`src/design/sao_pkg.sv`:
```
// shared types, constants and helper functions of the sample adaptive offset filter
// no dependencies; every other file of the block imports this package
package sao_pkg;

  localparam int PixelBits = 10;
  localparam int PixW      = 10;
  localparam int OffW      = 5;

  // highest usable pixel depth
  localparam logic [3:0] DepthMax = (PixelBits > 15) ? 4'd15 : 4'(PixelBits);
  localparam logic [3:0] DepthMin = 4'd8;

  // filter type codes
  localparam logic [2:0] FT_OFF     = 3'd0;
  localparam logic [2:0] FT_EO_HOR  = 3'd1;
  localparam logic [2:0] FT_EO_VER  = 3'd2;
  localparam logic [2:0] FT_EO_135  = 3'd3;
  localparam logic [2:0] FT_EO_45   = 3'd4;
  localparam logic [2:0] FT_BAND    = 3'd5;

  // configuration register indexes
  localparam logic [2:0] CFG_FILTER_TYPE    = 3'd0;
  localparam logic [2:0] CFG_PIX_DEPTH      = 3'd1;
  localparam logic [2:0] CFG_NEIGHBOR_AVAIL = 3'd2;
  localparam logic [2:0] CFG_OFFSET_A       = 3'd3;
  localparam logic [2:0] CFG_OFFSET_B       = 3'd4;
  localparam logic [2:0] CFG_OFFSET_C       = 3'd5;
  localparam logic [2:0] CFG_OFFSET_D       = 3'd6;
  localparam logic [2:0] CFG_BAND_CODE      = 3'd7;

  // edge classes
  localparam logic [2:0] CLS_VALLEY      = 3'd0;
  localparam logic [2:0] CLS_CONCAVE     = 3'd1;
  localparam logic [2:0] CLS_FLAT        = 3'd2;
  localparam logic [2:0] CLS_CONVEX      = 3'd3;
  localparam logic [2:0] CLS_PEAK        = 3'd4;

  typedef struct packed {
    logic [PixW-1:0] center_pixel;
    logic [PixW-1:0] neighbor_a;
    logic [PixW-1:0] neighbor_b;
    logic            first_col;
    logic            last_col;
    logic            first_row;
    logic            last_row;
  } sao_in_t;

  typedef struct packed {
    logic [PixW-1:0] pixel_out;
    logic            written;
  } sao_out_t;

  typedef struct packed {
    logic [2:0]             filter_type;
    logic [3:0]             pix_depth;
    logic [7:0]             neighbor_avail;
    logic signed [OffW-1:0] offset_a;
    logic signed [OffW-1:0] offset_b;
    logic signed [OffW-1:0] offset_c;
    logic signed [OffW-1:0] offset_d;
    logic [9:0]             band_code;
  } sao_cfg_t;

  localparam sao_cfg_t CfgReset = '{
    filter_type:    FT_OFF,
    pix_depth:      4'd8,
    neighbor_avail: 8'd0,
    offset_a:       5'sd0,
    offset_b:       5'sd0,
    offset_c:       5'sd0,
    offset_d:       5'sd0,
    band_code:      10'd0
  };

  // first stage result: classification
  typedef struct packed {
    logic [PixW-1:0] center;
    logic            apply;
    logic            is_band;
    logic [2:0]      cls;
    logic            band_low;
    logic [4:0]      band;
  } sao_cls_t;

  // second stage result: selected offset
  typedef struct packed {
    logic [PixW-1:0]        center;
    logic                   apply;
    logic signed [OffW-1:0] off;
  } sao_off_t;

  function automatic logic [3:0] sao_eff_depth(input logic [3:0] bd);
    logic [3:0] d;
    if (bd < DepthMin) begin
      d = DepthMin;
    end else if (bd > DepthMax) begin
      d = DepthMax;
    end else begin
      d = bd;
    end
    return d;
  endfunction

  function automatic logic [PixW-1:0] sao_max_pixel(input logic [3:0] depth);
    logic [15:0] m;
    m = (16'd1 << depth) - 16'd1;
    if (m > 16'd1023) begin
      m = 16'd1023;
    end
    return m[PixW-1:0];
  endfunction

  // neighbor availability for the diagonal directions
  function automatic logic sao_diag_ok(input logic diag45, input logic [7:0] av,
                                       input logic fc, input logic lc,
                                       input logic fr, input logic lr);
    logic ok;
    ok = 1'b1;
    if (!fr && !lr) begin
      ok = (!fc || av[2]) && (!lc || av[3]);
    end else begin
      if (fr) begin
        if (!diag45) begin
          ok = ok && (av[4] || !fc) && (av[0] ? (!lc || av[3]) : fc);
        end else begin
          ok = ok && (av[0] ? (!fc || av[2]) : lc) && (av[5] || !lc);
        end
      end
      if (lr) begin
        if (!diag45) begin
          ok = ok && (av[1] ? (!fc || av[2]) : lc) && (av[7] || !lc);
        end else begin
          ok = ok && (!fc || av[6]) && (av[1] ? (!lc || av[3]) : fc);
        end
      end
    end
    return ok;
  endfunction

  function automatic logic sao_apply(input logic [2:0] ft, input logic [7:0] av,
                                     input logic fc, input logic lc,
                                     input logic fr, input logic lr);
    logic ok;
    case (ft)
      FT_EO_HOR: ok = (!fc || av[2]) && (!lc || av[3]);
      FT_EO_VER: ok = (!fr || av[0]) && (!lr || av[1]);
      FT_EO_135: ok = sao_diag_ok(1'b0, av, fc, lc, fr, lr);
      FT_EO_45:  ok = sao_diag_ok(1'b1, av, fc, lc, fr, lr);
      FT_BAND:   ok = 1'b1;
      default:   ok = 1'b0;
    endcase
    return ok;
  endfunction

endpackage

```
`src/design/sao_classify.sv`:
```
// first pipeline stage: availability check, edge class and band index
// depends on sao_pkg
module sao_classify (
  input  logic               clk_i,
  input  logic               rst_ni,
  input  sao_pkg::sao_cfg_t  cfg_i,
  input  logic               valid_i,
  input  sao_pkg::sao_in_t   word_i,
  output logic               stall_o,
  output logic               valid_o,
  output sao_pkg::sao_cls_t  word_o,
  input  logic               stall_i
);
  import sao_pkg::*;

  logic            valid_q;
  sao_cls_t        word_d, word_q;
  logic [3:0]      depth;
  logic [PixW-1:0] band_full;
  logic            gt_a, lt_a, gt_b, lt_b;

  assign depth     = sao_eff_depth(cfg_i.pix_depth);
  assign band_full = word_i.center_pixel >> (depth - 4'd5);

  assign gt_a = word_i.center_pixel > word_i.neighbor_a;
  assign lt_a = word_i.center_pixel < word_i.neighbor_a;
  assign gt_b = word_i.center_pixel > word_i.neighbor_b;
  assign lt_b = word_i.center_pixel < word_i.neighbor_b;

  always_comb begin
    word_d.center   = word_i.center_pixel;
    word_d.apply    = sao_apply(cfg_i.filter_type, cfg_i.neighbor_avail,
                                word_i.first_col, word_i.last_col,
                                word_i.first_row, word_i.last_row);
    word_d.is_band  = (cfg_i.filter_type == FT_BAND);
    // sign sum plus two, wraps harmlessly in between
    word_d.cls      = CLS_FLAT + {2'b00, gt_a} + {2'b00, gt_b}
                      - {2'b00, lt_a} - {2'b00, lt_b};
    word_d.band_low = (band_full[PixW-1:5] == '0);
    word_d.band     = band_full[4:0];
  end

  assign stall_o = valid_q && stall_i;

  always_ff @(posedge clk_i or negedge rst_ni) begin
    if (!rst_ni) begin
      valid_q <= 1'b0;
    end else if (!stall_o) begin
      valid_q <= valid_i;
    end
  end

  always_ff @(posedge clk_i) begin
    if (!stall_o && valid_i) begin
      word_q <= word_d;
    end
  end

  assign valid_o = valid_q;
  assign word_o  = word_q;

endmodule

```
`src/design/sao_offset.sv`:
```
// second pipeline stage: offset selection for edge classes and bands
// depends on sao_pkg
module sao_offset (
  input  logic               clk_i,
  input  logic               rst_ni,
  input  sao_pkg::sao_cfg_t  cfg_i,
  input  logic               valid_i,
  input  sao_pkg::sao_cls_t  word_i,
  output logic               stall_o,
  output logic               valid_o,
  output sao_pkg::sao_off_t  word_o,
  input  logic               stall_i
);
  import sao_pkg::*;

  logic                   valid_q;
  sao_off_t               word_d, word_q;
  logic [4:0]             start1, start2;
  logic signed [OffW-1:0] off;

  assign start1 = cfg_i.band_code[4:0];
  assign start2 = start1 + cfg_i.band_code[9:5];

  always_comb begin
    off = '0;
    if (word_i.is_band) begin
      // later matches override earlier ones
      if (word_i.band_low) begin
        if (word_i.band == start1)         off = cfg_i.offset_a;
        if (word_i.band == start1 + 5'd1)  off = cfg_i.offset_b;
        if (word_i.band == start2)         off = cfg_i.offset_c;
        if (word_i.band == start2 + 5'd1)  off = cfg_i.offset_d;
      end
    end else begin
      case (word_i.cls)
        CLS_VALLEY:  off = cfg_i.offset_a;
        CLS_CONCAVE: off = cfg_i.offset_b;
        CLS_CONVEX:  off = cfg_i.offset_c;
        CLS_PEAK:    off = cfg_i.offset_d;
        default:     off = '0;
      endcase
    end
    word_d.center = word_i.center;
    word_d.apply  = word_i.apply;
    word_d.off    = off;
  end

  assign stall_o = valid_q && stall_i;

  always_ff @(posedge clk_i or negedge rst_ni) begin
    if (!rst_ni) begin
      valid_q <= 1'b0;
    end else if (!stall_o) begin
      valid_q <= valid_i;
    end
  end

  always_ff @(posedge clk_i) begin
    if (!stall_o && valid_i) begin
      word_q <= word_d;
    end
  end

  assign valid_o = valid_q;
  assign word_o  = word_q;

endmodule

```
`src/design/sao_clip.sv`:
```
// third pipeline stage: offset add, clip to the pixel range, output register
// depends on sao_pkg
module sao_clip (
  input  logic               clk_i,
  input  logic               rst_ni,
  input  sao_pkg::sao_cfg_t  cfg_i,
  input  logic               valid_i,
  input  sao_pkg::sao_off_t  word_i,
  output logic               stall_o,
  output logic               valid_o,
  output sao_pkg::sao_out_t  word_o,
  input  logic               stall_i
);
  import sao_pkg::*;

  logic                 valid_q;
  sao_out_t             word_d, word_q;
  logic [PixW-1:0]      max_pix;
  logic signed [PixW+1:0] sum;

  assign max_pix = sao_max_pixel(sao_eff_depth(cfg_i.pix_depth));
  assign sum     = $signed({2'b00, word_i.center}) + (PixW+2)'(word_i.off);

  always_comb begin
    if (!word_i.apply) begin
      word_d.pixel_out = word_i.center;
      word_d.written   = 1'b0;
    end else begin
      word_d.written = 1'b1;
      if (sum < 0) begin
        word_d.pixel_out = '0;
      end else if (sum > $signed({2'b00, max_pix})) begin
        word_d.pixel_out = max_pix;
      end else begin
        word_d.pixel_out = sum[PixW-1:0];
      end
    end
  end

  assign stall_o = valid_q && stall_i;

  always_ff @(posedge clk_i or negedge rst_ni) begin
    if (!rst_ni) begin
      valid_q <= 1'b0;
    end else if (!stall_o) begin
      valid_q <= valid_i;
    end
  end

  always_ff @(posedge clk_i) begin
    if (!stall_o && valid_i) begin
      word_q <= word_d;
    end
  end

  assign valid_o = valid_q;
  assign word_o  = word_q;

endmodule

```
`src/design/sample_adaptive_offset_filter.sv`:
```
// sample adaptive offset filter, top level: config registers and three-stage pipeline
// an accepted input word passes through the classify, offset and clip stage registers
// throughput: one word per cycle; each stage holds only while its successor is full and stalled
// reset: config registers return to defaults (off, depth 8), all pipeline valid bits clear
// depends on sao_pkg, sao_classify, sao_offset, sao_clip
module sample_adaptive_offset_filter (
  input  logic              clk_i,
  input  logic              rst_ni,
  // configuration write port
  input  logic              cfg_we_i,
  input  logic [2:0]        cfg_idx_i,
  input  logic [9:0]        cfg_wdata_i,
  // input words
  input  logic              in_valid_i,
  input  sao_pkg::sao_in_t  in_word_i,
  output logic              in_stall_o,
  // result words
  output logic              out_valid_o,
  output sao_pkg::sao_out_t out_word_o,
  input  logic              out_stall_i
);
  import sao_pkg::*;

  sao_cfg_t cfg_q;

  // stage 1 -> 2 and 2 -> 3 links
  logic     cls_valid, cls_stall;
  sao_cls_t cls_word;
  logic     off_valid, off_stall;
  sao_off_t off_word;

  // max pixel value for the current depth, used by the checks below
  logic [PixW-1:0] max_pix;

  // configuration registers; the user must write them only while the pipeline is drained; not enforced here
  always_ff @(posedge clk_i or negedge rst_ni) begin
    if (!rst_ni) begin
      cfg_q <= CfgReset;
    end else if (cfg_we_i) begin
      case (cfg_idx_i)
        CFG_FILTER_TYPE:    cfg_q.filter_type    <= cfg_wdata_i[2:0];
        CFG_PIX_DEPTH:      cfg_q.pix_depth      <= cfg_wdata_i[3:0];
        CFG_NEIGHBOR_AVAIL: cfg_q.neighbor_avail <= cfg_wdata_i[7:0];
        CFG_OFFSET_A:       cfg_q.offset_a       <= $signed(cfg_wdata_i[4:0]);
        CFG_OFFSET_B:       cfg_q.offset_b       <= $signed(cfg_wdata_i[4:0]);
        CFG_OFFSET_C:       cfg_q.offset_c       <= $signed(cfg_wdata_i[4:0]);
        CFG_OFFSET_D:       cfg_q.offset_d       <= $signed(cfg_wdata_i[4:0]);
        CFG_BAND_CODE:      cfg_q.band_code      <= cfg_wdata_i;
        default:            cfg_q                <= cfg_q;
      endcase
    end
  end

  // stage 1: neighbor availability, edge class from the two compares, band index
  sao_classify u_classify (
    .clk_i   (clk_i),
    .rst_ni  (rst_ni),
    .cfg_i   (cfg_q),
    .valid_i (in_valid_i),
    .word_i  (in_word_i),
    .stall_o (in_stall_o),
    .valid_o (cls_valid),
    .word_o  (cls_word),
    .stall_i (cls_stall)
  );

  // stage 2: pick the offset, band matches resolved with later ones winning
  sao_offset u_offset (
    .clk_i   (clk_i),
    .rst_ni  (rst_ni),
    .cfg_i   (cfg_q),
    .valid_i (cls_valid),
    .word_i  (cls_word),
    .stall_o (cls_stall),
    .valid_o (off_valid),
    .word_o  (off_word),
    .stall_i (off_stall)
  );

  // stage 3: add and clip; its register is the output register
  sao_clip u_clip (
    .clk_i   (clk_i),
    .rst_ni  (rst_ni),
    .cfg_i   (cfg_q),
    .valid_i (off_valid),
    .word_i  (off_word),
    .stall_o (off_stall),
    .valid_o (out_valid_o),
    .word_o  (out_word_o),
    .stall_i (out_stall_i)
  );

  assign max_pix = sao_max_pixel(sao_eff_depth(cfg_q.pix_depth));

  // a filtered pixel never leaves the range of the configured depth
  a_clip_range: assert property (@(posedge clk_i) disable iff (!rst_ni)
    out_valid_o && out_word_o.written |-> out_word_o.pixel_out <= max_pix)
    else $error("filtered pixel above clip maximum");

  // the input side only stalls when the whole pipe is backed up behind the output
  a_stall_full: assert property (@(posedge clk_i) disable iff (!rst_ni)
    in_stall_o |-> out_valid_o && out_stall_i && off_valid && cls_valid)
    else $error("input stalled while pipeline has room");

  // an accepted word reaches the output if the receiver does not stall on its way through the pipeline
  a_latency: assert property (@(posedge clk_i) disable iff (!rst_ni)
    in_valid_i && !in_stall_o ##1 !out_stall_i ##1 !out_stall_i |=> out_valid_o)
    else $error("word lost in pipeline");

endmodule

```
`config.mk`:
```
export PLATFORM = sky130hd
export DESIGN_NAME = sample_adaptive_offset_filter
export DESIGN_NICKNAME = d
export VERILOG_FILES = /design/src/design/sao_pkg.sv /design/src/design/sao_classify.sv /design/src/design/sao_offset.sv /design/src/design/sao_clip.sv /design/src/design/sample_adaptive_offset_filter.sv
export SDC_FILE = /design/constraint.sdc
export NUM_CORES = 1
export LEC_CHECK = 0
export BUFFER_PORTS_ARGS = -buffer_cell sky130_fd_sc_hd__buf_2
export CAP_MARGIN = 5
export CORE_MARGIN = 2
export CORE_UTILIZATION = 60
export DETAILED_ROUTE_END_ITERATION = 8
export PLACE_DENSITY = 0.78
export SYNTH_ARGS = -nofsm -noshare
export SYNTH_HDL_FRONTEND = slang
export SYNTH_HIERARCHICAL = 1
export SYNTH_SLANG_ARGS = --single-unit
```
`constraint.sdc`:
```
create_clock -name clk_i -period 4.35 [get_ports clk_i]
set_clock_uncertainty 0.15 [all_clocks]
set_input_delay 0.87 -clock clk_i [delete_from_list [all_inputs] [get_ports clk_i]]
set_output_delay 0.87 -clock clk_i [all_outputs]
set_load 0.05 [all_outputs]
```
Word level (Yosys, flattened, before mapping) --
Index checks and enable logic that the tools add are counted.
Storage, ports and cells: word-level logic and storage cells 131, input bits 52, register bits after elaboration 96, output and inout port bits 13
Operators by class: reductions and logical operators 41, add/subtract/negate cells 10, muxes and demuxes 28, eq/ne operators 19, shifts and indexed selects 2, order comparisons 9
Operators by type and width (count):
- 10-bit two-way mux | 3
- 5-bit two-way mux | 6
- 3-bit equality test (second input constant) | 7
- 5-bit equality test | 4
- 10-bit greater-than comparator | 2
- 10-bit < comparator | 2
- 5-bit one-hot mux with 4 select lines | 1
- 16-bit by 10-bit greater-than comparator with 1-bit output (second input constant) | 1
- 2-bit AND reduction | 8
- 1-bit by 4-bit << shifter with 16-bit output (first input constant) | 1
- 16-bit by 1-bit subtractor with 16-bit output (second input constant) | 1
- 3-bit by 2-bit equality test with 1-bit output (second input constant) | 5
- 1-bit logical AND | 15
- 1-bit two-way mux | 14
- 11-bit by 5-bit adder with 12-bit output | 1
- 12-bit by 11-bit greater-than comparator with 1-bit output | 1
- 12-bit by 1-bit < comparator with 1-bit output (second input constant) | 1
- 11-bit two-way mux | 1
- 5-bit by 1-bit adder with 5-bit output (second input constant) | 2
- 10-bit by 4-bit right shift with 10-bit output | 1
- 3-bit by 1-bit equality test with 1-bit output (second input constant) | 3
- 1-bit logical OR | 8
- 4-bit two-way mux | 2
- 1-bit zero test | 7
- 10 further kinds | 12

Longest topological paths before layout --
word-level depth 12, mapped depth 17, gate-level depth less buffers 16

Cells and area by module --
The synthesis kept the hierarchy.
Modules (own cells, without submodules):
- sample_adaptive_offset_filter | instances 1, cells each 102, seq. area each 1127.3 sq um, area an instance 1790.5 sq um
- sao_classify | instances 1, cells each 159, seq. area each 655.6 sq um, area an instance 1755.4 sq um
- sao_offset | instances 1, cells each 131, seq. area each 505.5 sq um, area an instance 1355.0 sq um
- sao_clip | instances 1, cells each 148, seq. area each 355.3 sq um, area an instance 1332.5 sq um

Worst setup path before layout --
OpenSTA, ideal clock, no wires.
kind flip-flop to flip-flop, from register u_offset.word_q (netlist bit u_offset/word_o[4]), to register u_clip.word_q (netlist bit u_clip/word_o[10]) (data pin), buffers on the path 1, required time 3.933 ns, clock period less this slack 3.545 ns, arrival time 3.128 ns, setup time 0.267 ns, cell stages (with the launch flop) 17, setup slack 0.805 ns, cell sequence edfxtp_1 -> ha_1 -> or2_2 -> and3b_1 -> o21bai_1 -> a21oi_1 -> xnor2_1 -> ha_1 -> nand2_1 -> nor3_1 -> o21ai_0 -> a31oi_1 -> nor3_1 -> nor4_2 -> buf_4 -> mux2i_1 -> o22ai_1
RTL lines:
- from (decl) | line sao_offset.sv:17 | sao_off_t word_d, word_q;
- from (signal assigned) | line sao_offset.sv:60 | word_q <= word_d;
- to (signal assigned) | line sao_clip.sv:52 | word_q <= word_d;
- to (decl) | line sao_clip.sv:17 | sao_out_t word_d, word_q;

==> impl_metrics.env <==
export IMPL_status="complete, no violations"
export IMPL_area_delta_synth_final_pct=10.0
export IMPL_pwr_share_clk_pct=16.6
export IMPL_n_fill_cell=801
export IMPL_wl_um=12300
export IMPL_fin_tns_setup_ns=0
export IMPL_yosys_top_cells_area="edfxtp_1 23%, dfrtp_1 19%, ha_1 10%"
export IMPL_grt_use_met2_pct=36.9
export IMPL_grt_antenna_before_repair=0
export IMPL_grt_overflow=0
export IMPL_worstPathArrival_ns=3.76
export IMPL_die_area_mm2=0.0112
export IMPL_ys_types=78
export IMPL_fin_crit_ns=3.81
export IMPL_post_cts_resized=0
export IMPL_portBuffers=64
export IMPL_cts_root_buffer="clkbuf_8"
export IMPL_pwr_share_seq_pct=41.3
export IMPL_drt_pass1_iter_count=4
export IMPL_top_usage_layer="met2"
export IMPL_start_kind="register"
export IMPL_power_frac_comb_pct=42.2
export IMPL_vdd_ir_drop_worst_v=0.000260
export IMPL_start_util_pct=61.2
export IMPL_synth_top_area_share_pct=23.1
export IMPL_register_area_mm2=0.00264
export IMPL_swShare_pct=37.3
export IMPL_setup_viol_count_final=0
export IMPL_clock_fmax_mhz=262
export IMPL_grt_usage_pct=22.9
export IMPL_gr_usage_met3_pct=3.56
export IMPL_cts_buffer_depth=2
export IMPL_core_area_mm2=0.0102
export IMPL_drtIter0Drc=232
export IMPL_timing_final_crit_share_pct=87.7
export IMPL_power_leakage_nw=3.14
export IMPL_synth_top_area_cell="edfxtp_1"
export IMPL_ys_seq_elements=96
export IMPL_synth_edf_count=48
export IMPL_worstSetupPathType="reg -> reg"
export IMPL_drc=0
export IMPL_syn_area_mm2=0.00623
export IMPL_yosysWarnings=6
export IMPL_multi_input_area_mm2=0.00332
export IMPL_grt_pass1_vias=4231
export IMPL_switchingPower_w=0.00118
export IMPL_fp_dieW_um=106
export IMPL_final_area_mm2=0.00686
export IMPL_hold_viol=0
export IMPL_tritoncts="built"
export IMPL_rows=37
export IMPL_rsz0062_at_grt="no"
export IMPL_h_tree_depth=3
export IMPL_synthFlopType="edfxtp_1"
export IMPL_p_per_area_mw_per_mm2=462
export IMPL_wire_per_inst_um=16.4
export IMPL_synthCells=540
export IMPL_drtAntennaViolNets=0
export IMPL_cap_violations=0
export IMPL_cts_setup_buffers=0
export IMPL_placement_cell_area_mm2=0.00668
export IMPL_drive_gt1_share_pct=25.4
export IMPL_cts_clk_slew_worst_paths_ns=0.09
export IMPL_p_int_w=0.00199
export IMPL_clock_sinks=96
export IMPL_die_h_um=106
export IMPL_ctsHoldBuffers=0
export IMPL_async_flop_share_pct=50.0
export IMPL_vias_per_cell=5.84
export IMPL_io_pins=65
export IMPL_grt_use_met1_pct=32.2
export IMPL_cts_made_buffers=9
export IMPL_antennaDiodeCount=0
export IMPL_fin_worst_hold_slack_ns=0.266
export IMPL_path_max_fanout=11
export IMPL_nets=716
export IMPL_gp_congestion=0.873
export IMPL_avgSynthCellArea_um2=11.5
export IMPL_hpwl_um=9510
export IMPL_synth_seq_area_share_pct=42.4
export IMPL_via_count=4384
export IMPL_slew_headroom_pct=27.9
export IMPL_worst_pin_slew_ns=1.08
export IMPL_clock_latency_ns=0.36
export IMPL_required_ns=4.29
export IMPL_post_route_util_pct=67.3
export IMPL_endpoint_kind="register"
export IMPL_grt_max_degree=49
export IMPL_grt_pass1_wl_um=20200
export IMPL_min_path_type="reg -> reg"
export IMPL_report_final_slew_viol_count=0
## cells by family after synthesis
group	synth area share (%)
other cells	0.120
fa+ha+maj	11.2
simple gates	11.5
xor+xnor	4.13
mux	14.2
compound gates	11.6
buf+inv	4.84
flops	42.4
## sequential cells by signal (all words and copies together), names as in the netlist
signal	cells
cfg_q	45
u_offset/word_o	16
u_classify/valid_o	1
u_clip/valid_o	1
u_clip/word_o	11
u_offset/valid_o	1
u_classify/word_o	21
## worst max-delay path: stages, from the launching register on
cell      delay (ns)
edfxtp_1        0.55
ha_1            0.29
or2_2           0.32
and3b_1         0.23
o21bai_1        0.08
a21oi_1         0.17
xnor2_1         0.11
ha_1            0.31
nand2_1         0.07
nor3_1          0.15
o21ai_0         0.10
a31oi_1         0.22
nor3_1          0.09
nor4_2          0.22
buf_4           0.22
mux2i_1         0.19
o22ai_1         0.08
## synth_stat cells, types with 6 or more instances
library cell   n
inv_1         56
ha_1          51
edfxtp_1      48
dfrtp_1       47
mux2_2        40
nand2_1       21
o21ai_0       21
mux2i_1       20
nor2_1        20
xnor2_1       16
a21oi_1       12
a31oi_1       11
nor2b_1       10
mux2_4         9
nand2b_1       9
o22ai_1        9
xor2_1         9
a21o_1         7
nand3_1        7
and3b_1        6
o211ai_1       6
## layer usage
layer / part of all wire [%] / vias to the layer above
met5: 0 / -
met4: 1.6 / 0
met3: 6.0 / 19
met2: 47 / 109
met1: 45 / 2122
li1: - / 2134
## power by group through the flow
stage / sequential (W) / combinational [W] / clock [W]
after CTS: 0.00131 / 0.00133 / 0.000536
after global routing: 0.00134 / 0.00148 / 0.000573
after global placement: 0.00132 / 0.00127 / 0
final: 0.00131 / 0.00134 / 0.000526
after detailed placement: 0.00133 / 0.00132 / 0
after floorplan: 0.00134 / 0.00101 / 0
## final cells by class
| type | count | share of cell area (%) |
|---|---|---|
| Clock inverter | 5 | 0.620 |
| Sequential cell | 96 | 38.6 |
| Clock buffer | 11 | 1.93 |
| Inverter | 56 | 3.07 |
| Timing Repair Buffer | 67 | 5.00 |
| Multi-Input combinational cell | 380 | 48.3 |
| Tap cell | 136 | 2.48 |
## stage by stage
| stage | worst slack [ns] | instances | total power, W |
|---|---|---|---|
| 2_1_floorplan | 0.805 | 545 | 0.00235 |
| 3_3_place_gp | 0.644 | 735 | 0.00259 |
| 3_5_place_dp | 0.552 | 735 | 0.00265 |
| 4_1_cts | 0.552 | 751 | 0.00318 |
| 5_1_grt | 0.163 | 751 | 0.00338 |
| 6_report | 0.537 | 751 | 0.00317 |
## cell usage in the layout (no fill, tap or decap), types with 9 or more instances in the layout
cell and instances:
buf_2 64, inv_1 56, ha_1 51, edfxtp_1 48, dfrtp_1 47, mux2_2 40
nand2_1 21, o21ai_0 21, nor2_1 20, mux2i_1 20, xnor2_1 16, a21oi_1 12
a31oi_1 11, mux2_4 9, clkbuf_8 9, nor2b_1 9, xor2_1 9, nand2b_1 9
o22ai_1 9
## path summary, 6_finish.rpt
path,from,to,slack [ns],cells past startpoint
max in group asynchronous,rst_ni,cfg_q[17],2.85,1
setup / recovery,u_offset/word_o[4],u_clip/word_o[10],0.54,16
hold / removal,u_classify/word_o[13],u_offset/word_o[8],0.27,0
hold reg to reg,u_classify/word_o[13],u_offset/word_o[8],0.27,0
min in group asynchronous,rst_ni,cfg_q[31],0.55,1
setup reg to reg,u_offset/word_o[4],u_clip/word_o[10],0.54,16
Note: power is estimated with default switching activity, not from simulation.
